`config.mk`:
```
export PLATFORM = sky130hd
export DESIGN_NAME = cdc_eval
export DESIGN_NICKNAME = d
export VERILOG_FILES = /design/src/hw/rtl/cdc_pkg.sv /design/src/hw/rtl/cdc_year_div.sv /design/src/hw/rtl/cdc_eval.sv
export SDC_FILE = /design/constraint.sdc
export NUM_CORES = 1
export LEC_CHECK = 0
export BUFFER_PORTS_ARGS = -buffer_cell sky130_fd_sc_hd__buf_2
export CORE_MARGIN = 10
export CORE_UTILIZATION = 35
export DETAILED_ROUTE_END_ITERATION = 10
export GPL_ROUTABILITY_DRIVEN = 0
export PLACE_DENSITY_LB_ADDON = 0.08
export SLEW_MARGIN = 20
export SYNTH_ARGS = -nofsm -noshare
export SYNTH_HDL_FRONTEND = slang
export SYNTH_SLANG_ARGS = --single-unit
```
`constraint.sdc`:
```
create_clock -name vclk -period 35
set_input_delay 7 -clock vclk [all_inputs]
set_output_delay 7 -clock vclk [all_outputs]
set_load 0.005 [all_outputs]
```
`src/hw/rtl/cdc_pkg.sv`:
```
`timescale 1ns / 1ps
`default_nettype none

package cdc_pkg;

  localparam int YEAR_W  = 16;
  localparam int MONTH_W = 4;
  localparam int DAY_W   = 5;
  localparam int STAT_W  = 2;
  localparam int MLEN_W  = 5;
  localparam int ORD_W   = 9;
  localparam int WDAY_W  = 3;
  localparam int QUOT_W  = 10;

  // floor(y / 100) = (y * RECIP_100) >> RECIP_SHIFT for every 16-bit y;
  // the low RECIP_SHIFT bits of the product stay below RECIP_100 exactly
  // when y is a multiple of 100.
  localparam int RECIP_SHIFT = 26;
  localparam int RECIP_W     = 20;
  localparam int PROD_W      = YEAR_W + RECIP_W;
  localparam logic [RECIP_W-1:0] RECIP_100 = 20'd671089;

  localparam logic [MLEN_W-1:0] FEB_LEAP_LEN = 5'd29;
  localparam logic [3:0]        WEEK_LEN     = 4'd7;
  localparam logic [WDAY_W-1:0] SUNDAY       = 3'd7;
  localparam logic [MONTH_W-1:0] MONTH_FEB   = 4'd2;
  localparam logic [MONTH_W-1:0] MONTH_MAR   = 4'd3;
  localparam logic [MONTH_W-1:0] MONTH_DEC   = 4'd12;

  typedef enum logic [STAT_W-1:0] {
    STATUS_OK        = 2'd0,
    STATUS_BAD_YEAR  = 2'd1,
    STATUS_BAD_MONTH = 2'd2,
    STATUS_BAD_DAY   = 2'd3
  } status_t;

  typedef struct packed {
    logic [QUOT_W-1:0] quot;
    logic              div100;
  } ydiv_t;

  typedef struct packed {
    status_t           status_code;
    logic              leap_flag;
    logic [MLEN_W-1:0] month_length;
    logic [ORD_W-1:0]  ordinal_day;
    logic [WDAY_W-1:0] iso_weekday;
  } result_t;

  function automatic logic [MLEN_W-1:0] month_days(input logic [MONTH_W-1:0] m);
    logic [MLEN_W-1:0] r;
    case (m)
      4'd1:    r = 5'd31;
      4'd2:    r = 5'd28;
      4'd3:    r = 5'd31;
      4'd4:    r = 5'd30;
      4'd5:    r = 5'd31;
      4'd6:    r = 5'd30;
      4'd7:    r = 5'd31;
      4'd8:    r = 5'd31;
      4'd9:    r = 5'd30;
      4'd10:   r = 5'd31;
      4'd11:   r = 5'd30;
      4'd12:   r = 5'd31;
      default: r = 5'd0;
    endcase
    return r;
  endfunction

  function automatic logic [ORD_W-1:0] month_start(input logic [MONTH_W-1:0] m);
    logic [ORD_W-1:0] r;
    case (m)
      4'd1:    r = 9'd0;
      4'd2:    r = 9'd31;
      4'd3:    r = 9'd59;
      4'd4:    r = 9'd90;
      4'd5:    r = 9'd120;
      4'd6:    r = 9'd151;
      4'd7:    r = 9'd181;
      4'd8:    r = 9'd212;
      4'd9:    r = 9'd243;
      4'd10:   r = 9'd273;
      4'd11:   r = 9'd304;
      4'd12:   r = 9'd334;
      default: r = 9'd0;
    endcase
    return r;
  endfunction

  function automatic logic [2:0] month_shift(input logic [MONTH_W-1:0] m);
    logic [2:0] r;
    case (m)
      4'd1:    r = 3'd0;
      4'd2:    r = 3'd3;
      4'd3:    r = 3'd2;
      4'd4:    r = 3'd5;
      4'd5:    r = 3'd0;
      4'd6:    r = 3'd3;
      4'd7:    r = 3'd5;
      4'd8:    r = 3'd1;
      4'd9:    r = 3'd4;
      4'd10:   r = 3'd6;
      4'd11:   r = 3'd2;
      4'd12:   r = 3'd4;
      default: r = 3'd0;
    endcase
    return r;
  endfunction

endpackage

`default_nettype wire

```
`src/hw/rtl/cdc_year_div.sv`:
```
`timescale 1ns / 1ps
`default_nettype none

module cdc_year_div (
  input  wire logic [cdc_pkg::YEAR_W-1:0] year,
  output cdc_pkg::ydiv_t                  ydiv
);
  import cdc_pkg::*;

  logic [PROD_W-1:0]      prod;
  logic [RECIP_SHIFT-1:0] frac;

  assign prod = {{(PROD_W-YEAR_W){1'b0}}, year} * {{(PROD_W-RECIP_W){1'b0}}, RECIP_100};
  assign frac = prod[RECIP_SHIFT-1:0];

  assign ydiv.quot   = prod[RECIP_SHIFT+QUOT_W-1:RECIP_SHIFT];
  // fraction below one reciprocal step means the remainder is zero
  assign ydiv.div100 = (frac < {{(RECIP_SHIFT-RECIP_W){1'b0}}, RECIP_100});

endmodule

`default_nettype wire

```
`src/hw/rtl/cdc_eval.sv`:
```
`timescale 1ns / 1ps
`default_nettype none

module cdc_eval (
  input  wire logic [cdc_pkg::YEAR_W-1:0]  year,
  input  wire logic [cdc_pkg::MONTH_W-1:0] month,
  input  wire logic [cdc_pkg::DAY_W-1:0]   day,
  output cdc_pkg::result_t                 res
);
  import cdc_pkg::*;

  ydiv_t             ydiv;
  logic              leap;
  logic              month_ok;
  logic              day_ok;
  logic              early;
  logic [MLEN_W-1:0] len;
  logic [YEAR_W-1:0] yw;
  logic [QUOT_W-1:0] qw;
  logic [16:0]       wsum;
  logic [5:0]        dsum;
  logic [3:0]        fold4;
  logic [3:0]        fold;
  logic [2:0]        rem;
  logic [WDAY_W-1:0] wday;
  logic [ORD_W-1:0]  ord;

  cdc_year_div u_div (
    .year (year),
    .ydiv (ydiv)
  );

  assign leap = ((year[1:0] == 2'd0) && !ydiv.div100) ||
                (ydiv.div100 && (ydiv.quot[1:0] == 2'd0));

  assign month_ok = (month != '0) && (month <= MONTH_DEC);
  assign len      = (month == MONTH_FEB && leap) ? FEB_LEAP_LEN : month_days(month);
  assign day_ok   = (day != '0) && (day <= len);

  // January and February count in the previous year
  assign early = (month < MONTH_MAR);
  assign yw    = early ? year - 16'd1 : year;
  assign qw    = (early && ydiv.div100) ? ydiv.quot - 10'd1 : ydiv.quot;

  assign wsum = {1'b0, yw} + {3'b0, yw[YEAR_W-1:2]} - {7'b0, qw}
              + {9'b0, qw[QUOT_W-1:2]} + {14'b0, month_shift(month)} + {12'b0, day};

  // 8 = 1 mod 7: sum the octal digits, then fold twice
  assign dsum  = {3'b0, wsum[2:0]} + {3'b0, wsum[5:3]} + {3'b0, wsum[8:6]}
               + {3'b0, wsum[11:9]} + {3'b0, wsum[14:12]} + {4'b0, wsum[16:15]};
  assign fold4 = {1'b0, dsum[2:0]} + {1'b0, dsum[5:3]};
  assign fold  = {1'b0, fold4[2:0]} + {3'b0, fold4[3]};
  assign rem   = (fold >= WEEK_LEN) ? 3'(fold - WEEK_LEN) : fold[2:0];
  assign wday  = (rem == 3'd0) ? SUNDAY : rem;

  assign ord = month_start(month) + {4'b0, day} + {8'b0, (leap && month > MONTH_FEB)};

  always_comb begin
    res.leap_flag    = leap;
    res.status_code  = STATUS_OK;
    res.month_length = '0;
    res.ordinal_day  = '0;
    res.iso_weekday  = '0;
    if (year == '0) begin
      res.status_code = STATUS_BAD_YEAR;
    end else if (!month_ok) begin
      res.status_code = STATUS_BAD_MONTH;
    end else if (!day_ok) begin
      res.status_code = STATUS_BAD_DAY;
    end else begin
      res.month_length = len;
      res.ordinal_day  = ord;
      res.iso_weekday  = wday;
    end
  end

endmodule

`default_nettype wire

```
==> results.toml, run 1 <==
[layout]
drive_above_1_share_pct = 6.526
seq_cells = 0
nets = 1480
syn2layout_area_growth_pct = 6.312
diodes = 0
multi_input_area_um2 = 8447
final_cells = 1423
fill_cells = 2759
ff_latch_area_um2 = 0
n_clock_buffer = 0

[logic_synthesis]
synth_common_cells = "inv_1 (243), ha_1 (229), fa_1 (136)"
synth.distinct_cells = 71
syn_area_um2 = 9417
synth_top_family_by_area = "adder cells"
synth_compound_area_share_pct = 12.17
muxShareOfSynthArea_pct = 1.129
synth_xor_area_share_pct = 7.268
synthDominantCellAreaShare_pct = 30.43
avgSynthCellArea_um2 = 8.951
yosysTopAreaCell = "ha_1"
synth_adder_area_share_pct = 59.34
yosysWarnings = 0
syn_nets = 1442
ys_seq_area_share_pct = 0
synthSimpleGateAreaFrac_pct = 9.793
synthTopCellsByArea = "ha_1 (30%), fa_1 (29%), inv_1 (9.7%)"
syn-instance-count = 1052
post-synth-top-count-cell = "inv_1"

[grt]
busiest_layer = "met2"
antenna_found_initial = 0
grt_util_all_layers_pct = 14.70
first_global_vias = 7211
overflow = 0
grtUsageMet2_pct = 26.26
grtUsageMet3_pct = 0.4941
grt_use_met1_pct = 20.03
grt_max_degree = 20
grt_pass1_wl_mm = 39.97

[timing]
finalHoldViolations = 0
rsz0062_at_grt = "false"
timing.final.ws_setup_ns = 6.303
tns_ns = 0
finalCriticalPeriod_ns = 28.70
worst_slew_pin_slew_ns = 0.7788
post-route-period-util_pct = 81.99
setup_viol = 0
maxSlewViolCount = 0
max_slew_margin_pct = 47.60
max_freq_ghz = 0.03485

[hold_path]
min_path_cells = 5
hold_class = "input port to output port"
min_to = "res[18]"
min_from = "day[0]"

[routing]
drt-initial-drc-count = 339
drc_errors = 0
drtAntennaViolNets = 0
totalWireLength_mm = 24.37
first_pass_iters = 4
wl_per_cell_um = 17.12
dr_total_vias = 6904
via_per_inst = 4.852

[worst_setup_path]
start_kind = "input port"
max_stage_delay_ns = 0.58
crit_arrival_ns = 21.70
crit_path_frequent_cell = "ha_1"
crit_path_top_delay_cell = "fa_1"
critical_path_required_ns = 28.00
cp-end-kind = "output port"
cp_max_fo = 9
critPathKind = "input port to output port"

[placed_design]
pre_cts_slack_ns = 6.229
dp_cells = 1423
port_buffers = 45
dpl.hpwl_mm = 22.38

[die]
dieArea_um2 = 33870
die_y_um = 184.0
fp.coreArea_um2 = 26280
row_count = 59
fp.dieW_um = 184.0
boundaryPins = 45
start_util_pct = 35.83

[clocking]
post_cts_resized = 0
post_cts_buffers = 0
postCtsHoldBufs = 0

[job]
maxCapViolCount = 0

[run_status]
status = "finished clean"
cells in the final DEF (no fill, tap or decap), drive strengths merged, types with 5 or more instances in the layout:
cell type	instances
inv	243
ha	229
fa	136
nor2	58
a21oi	54
xnor2	52
buf	46
nand2	41
o21ai	34
xor2	24
a21o	19
nor3	17
a211oi	11
nand3	10
nor2b	8
nand4	7
nand2b	6
o21bai	6
o211ai	6
and3	5
mux2i	5
o21a	5
a21boi	5
a31oi	5
nor4	5
a2111oi	5
how the worst max path moves through the flow:
stage | from | to | slack (ns)
floorplan | year[4] | res[0] | 7.72
global route | year[5] | res[0] | 5.07
finish | year[5] | res[0] | 6.30
detailed placement | year[5] | res[0] | 6.23
CTS | year[5] | res[0] | 6.20
global placement | year[8] | res[0] | 6.40
cell families after synthesis:
logic type	after synthesis
XOR/XNOR	76
AO/OA/AOI/OAI	172
multiplexers	9
adder cells (fa/ha/maj)	365
buffers and inverters	253
AND/OR/NAND/NOR	177
through the flow:
| step | util (%) | cell area, µm² | hold slack [ns] |
|---|---|---|---|
| floorplan | - | 9417 | 14.22 |
| global placement | 38.09 | 10010 | 14.50 |
| detailed placement | 38.09 | 10010 | 14.48 |
| CTS | 38.09 | 10010 | 14.49 |
| global route | 38.09 | 10010 | 14.56 |
| finish | 38.09 | 10010 | 14.48 |
final cells by class:
| class | instances | area share, % |
|---|---|---|
| multi-input combinational | 799 | 84.38 |
| tap | 335 | 4.187 |
| inverter | 243 | 9.111 |
| timing repair buffer | 46 | 2.325 |
routing by layer:
layer / vias up / share of wire (%)
met2: 79 / 49
met5: - / 0
met4: 0 / 0.68
met3: 10 / 2.5
met1: 3284 / 48
li1: 3531 / -
critical path, delay by kind of cell:
family | cells | cell delay [ns]
AO/OA/AOI/OAI | 21 | 4.14
XOR/XNOR | 5 | 1.11
adder cells (fa/ha/maj) | 19 | 7.36
buffers and inverters | 11 | 1.03
AND/OR/NAND/NOR | 5 | 0.98
Power of run 1 is left out: the tool's default activity adds up to more than one toggle a clock period on the data nets, which glitch-free logic cannot reach.
==> run 2: changes to the inputs <==
==> constraint.sdc (replaced) <==
create_clock -name vclk -period 26.9
set_input_delay 5.38 -clock vclk [all_inputs]
set_output_delay 5.38 -clock vclk [all_outputs]
set_load 0.005 [all_outputs]
==> run 2 against run 1 <==
Against the previous run:
- first-iteration DRC count grew 20%
- utilization is the same
- sequential cell count is the same
- clock-buffer cell count is the same
- final area is the same
- non-clock buffer count is the same
- routed wire length shrank 0.24%
- critical endpoint unchanged
==> results.toml, run 2 (synthesis gave the netlist of run 1 again) <==
[die]
dieArea_um2 = 33870
boundaryPins = 45
fp.coreArea_um2 = 26280
fp.dieW_um = 184.0
start_util_pct = 35.83
row_count = 59
die_y_um = 184.0

[timing]
max_slew_margin_pct = 47.70
rsz0062_at_grt = "false"
finalHoldViolations = 0
max_freq_ghz = 0.03924
tns_ns = 0
worst_slew_pin_slew_ns = 0.7774
post-route-period-util_pct = 94.74
maxSlewViolCount = 0
finalCriticalPeriod_ns = 25.48
setup_viol = 0

[grt]
grt_max_degree = 20
grt_util_all_layers_pct = 14.68
grt_pass1_wl_mm = 39.94
antenna_found_initial = 0
overflow = 0
first_global_vias = 7310

[worst_setup_path]
cp_max_fo = 9
max_stage_delay_ns = 0.59
cp-end-kind = "output port"
start_kind = "input port"
critPathKind = "input port to output port"
crit_path_frequent_cell = "ha_1"
crit_arrival_ns = 20.10
crit_path_top_delay_cell = "fa_1"
critical_path_required_ns = 21.52

[layout]
drive_above_1_share_pct = 6.526
final_cell_mix = "inv_1 (243), ha_1 (229), fa_1 (136)"
seq_cells = 0
diodes = 0
final_cell_area_um2 = 10010
ff_latch_area_um2 = 0
n_clock_buffer = 0
syn2layout_area_growth_pct = 6.312
nets = 1480
layout_commonest_cell = "inv_1"

[placed_design]
dpl.hpwl_mm = 22.34
port_buffers = 45
place_area_um2 = 10010

[routing]
drt-initial-drc-count = 408
wl_per_cell_um = 17.08
via_per_inst = 4.844
drc_errors = 0
first_pass_iters = 5
drtAntennaViolNets = 0
totalWireLength_mm = 24.31
dr_total_vias = 6893

[job]
maxCapViolCount = 0

[run_status]
status = "finished clean"

[clocking]
post_cts_buffers = 0
post_cts_resized = 0
postCtsHoldBufs = 0

[hold_path]
hold_class = "input port to output port"
==> run 2: cell counts in the layout (fill, tap and decap cells not counted) <==
Identical to the previous run, type by type.
==> run 2: area by class of cell <==
class / instances / area (µm²)
timing repair buffer: 46 / 232.7
tap: 335 / 419.2
multi-input combinational: 799 / 8447
inverter: 243 / 912.1
fill: 2761 / 16270
==> run 2: final timing paths <==
check,from,cells after the start,to,slack [ns]
hold / removal,day[0],5,res[18],11.26
setup / recovery,year[5],61,res[0],1.42
==> run 2: critical path: cells and delay by family <==
| family | cells | cell delay, ns |
|---|---|---|
| AO/OA/AOI/OAI | 21 | 4.13 |
| buffers and inverters | 11 | 1.05 |
| XOR/XNOR | 5 | 1.12 |
| AND/OR/NAND/NOR | 5 | 1.01 |
| adder cells (fa/ha/maj) | 19 | 7.40 |
==> run 2: layer usage <==
layer,track usage (%),wire length [µm]
met4,0.8194,136
met3,0.4348,681
met5,0,0
met1,20.09,11410
met2,26.19,12080
==> run 2: per-stage QoR <==
stage          setup WS (ns)  std cells  utilization, %  hold WS (ns)
2_1_floorplan          2.856       1052               -         10.98
5_1_grt               0.2250       1423           38.09         11.30
3_3_place_gp           1.517       1423           38.09         11.26
3_5_place_dp           1.346       1423           38.09         11.25
6_report               1.416       1423           38.09         11.26
4_1_cts                1.312       1423           38.09         11.26
Power of run 2 is left out for the same reason.
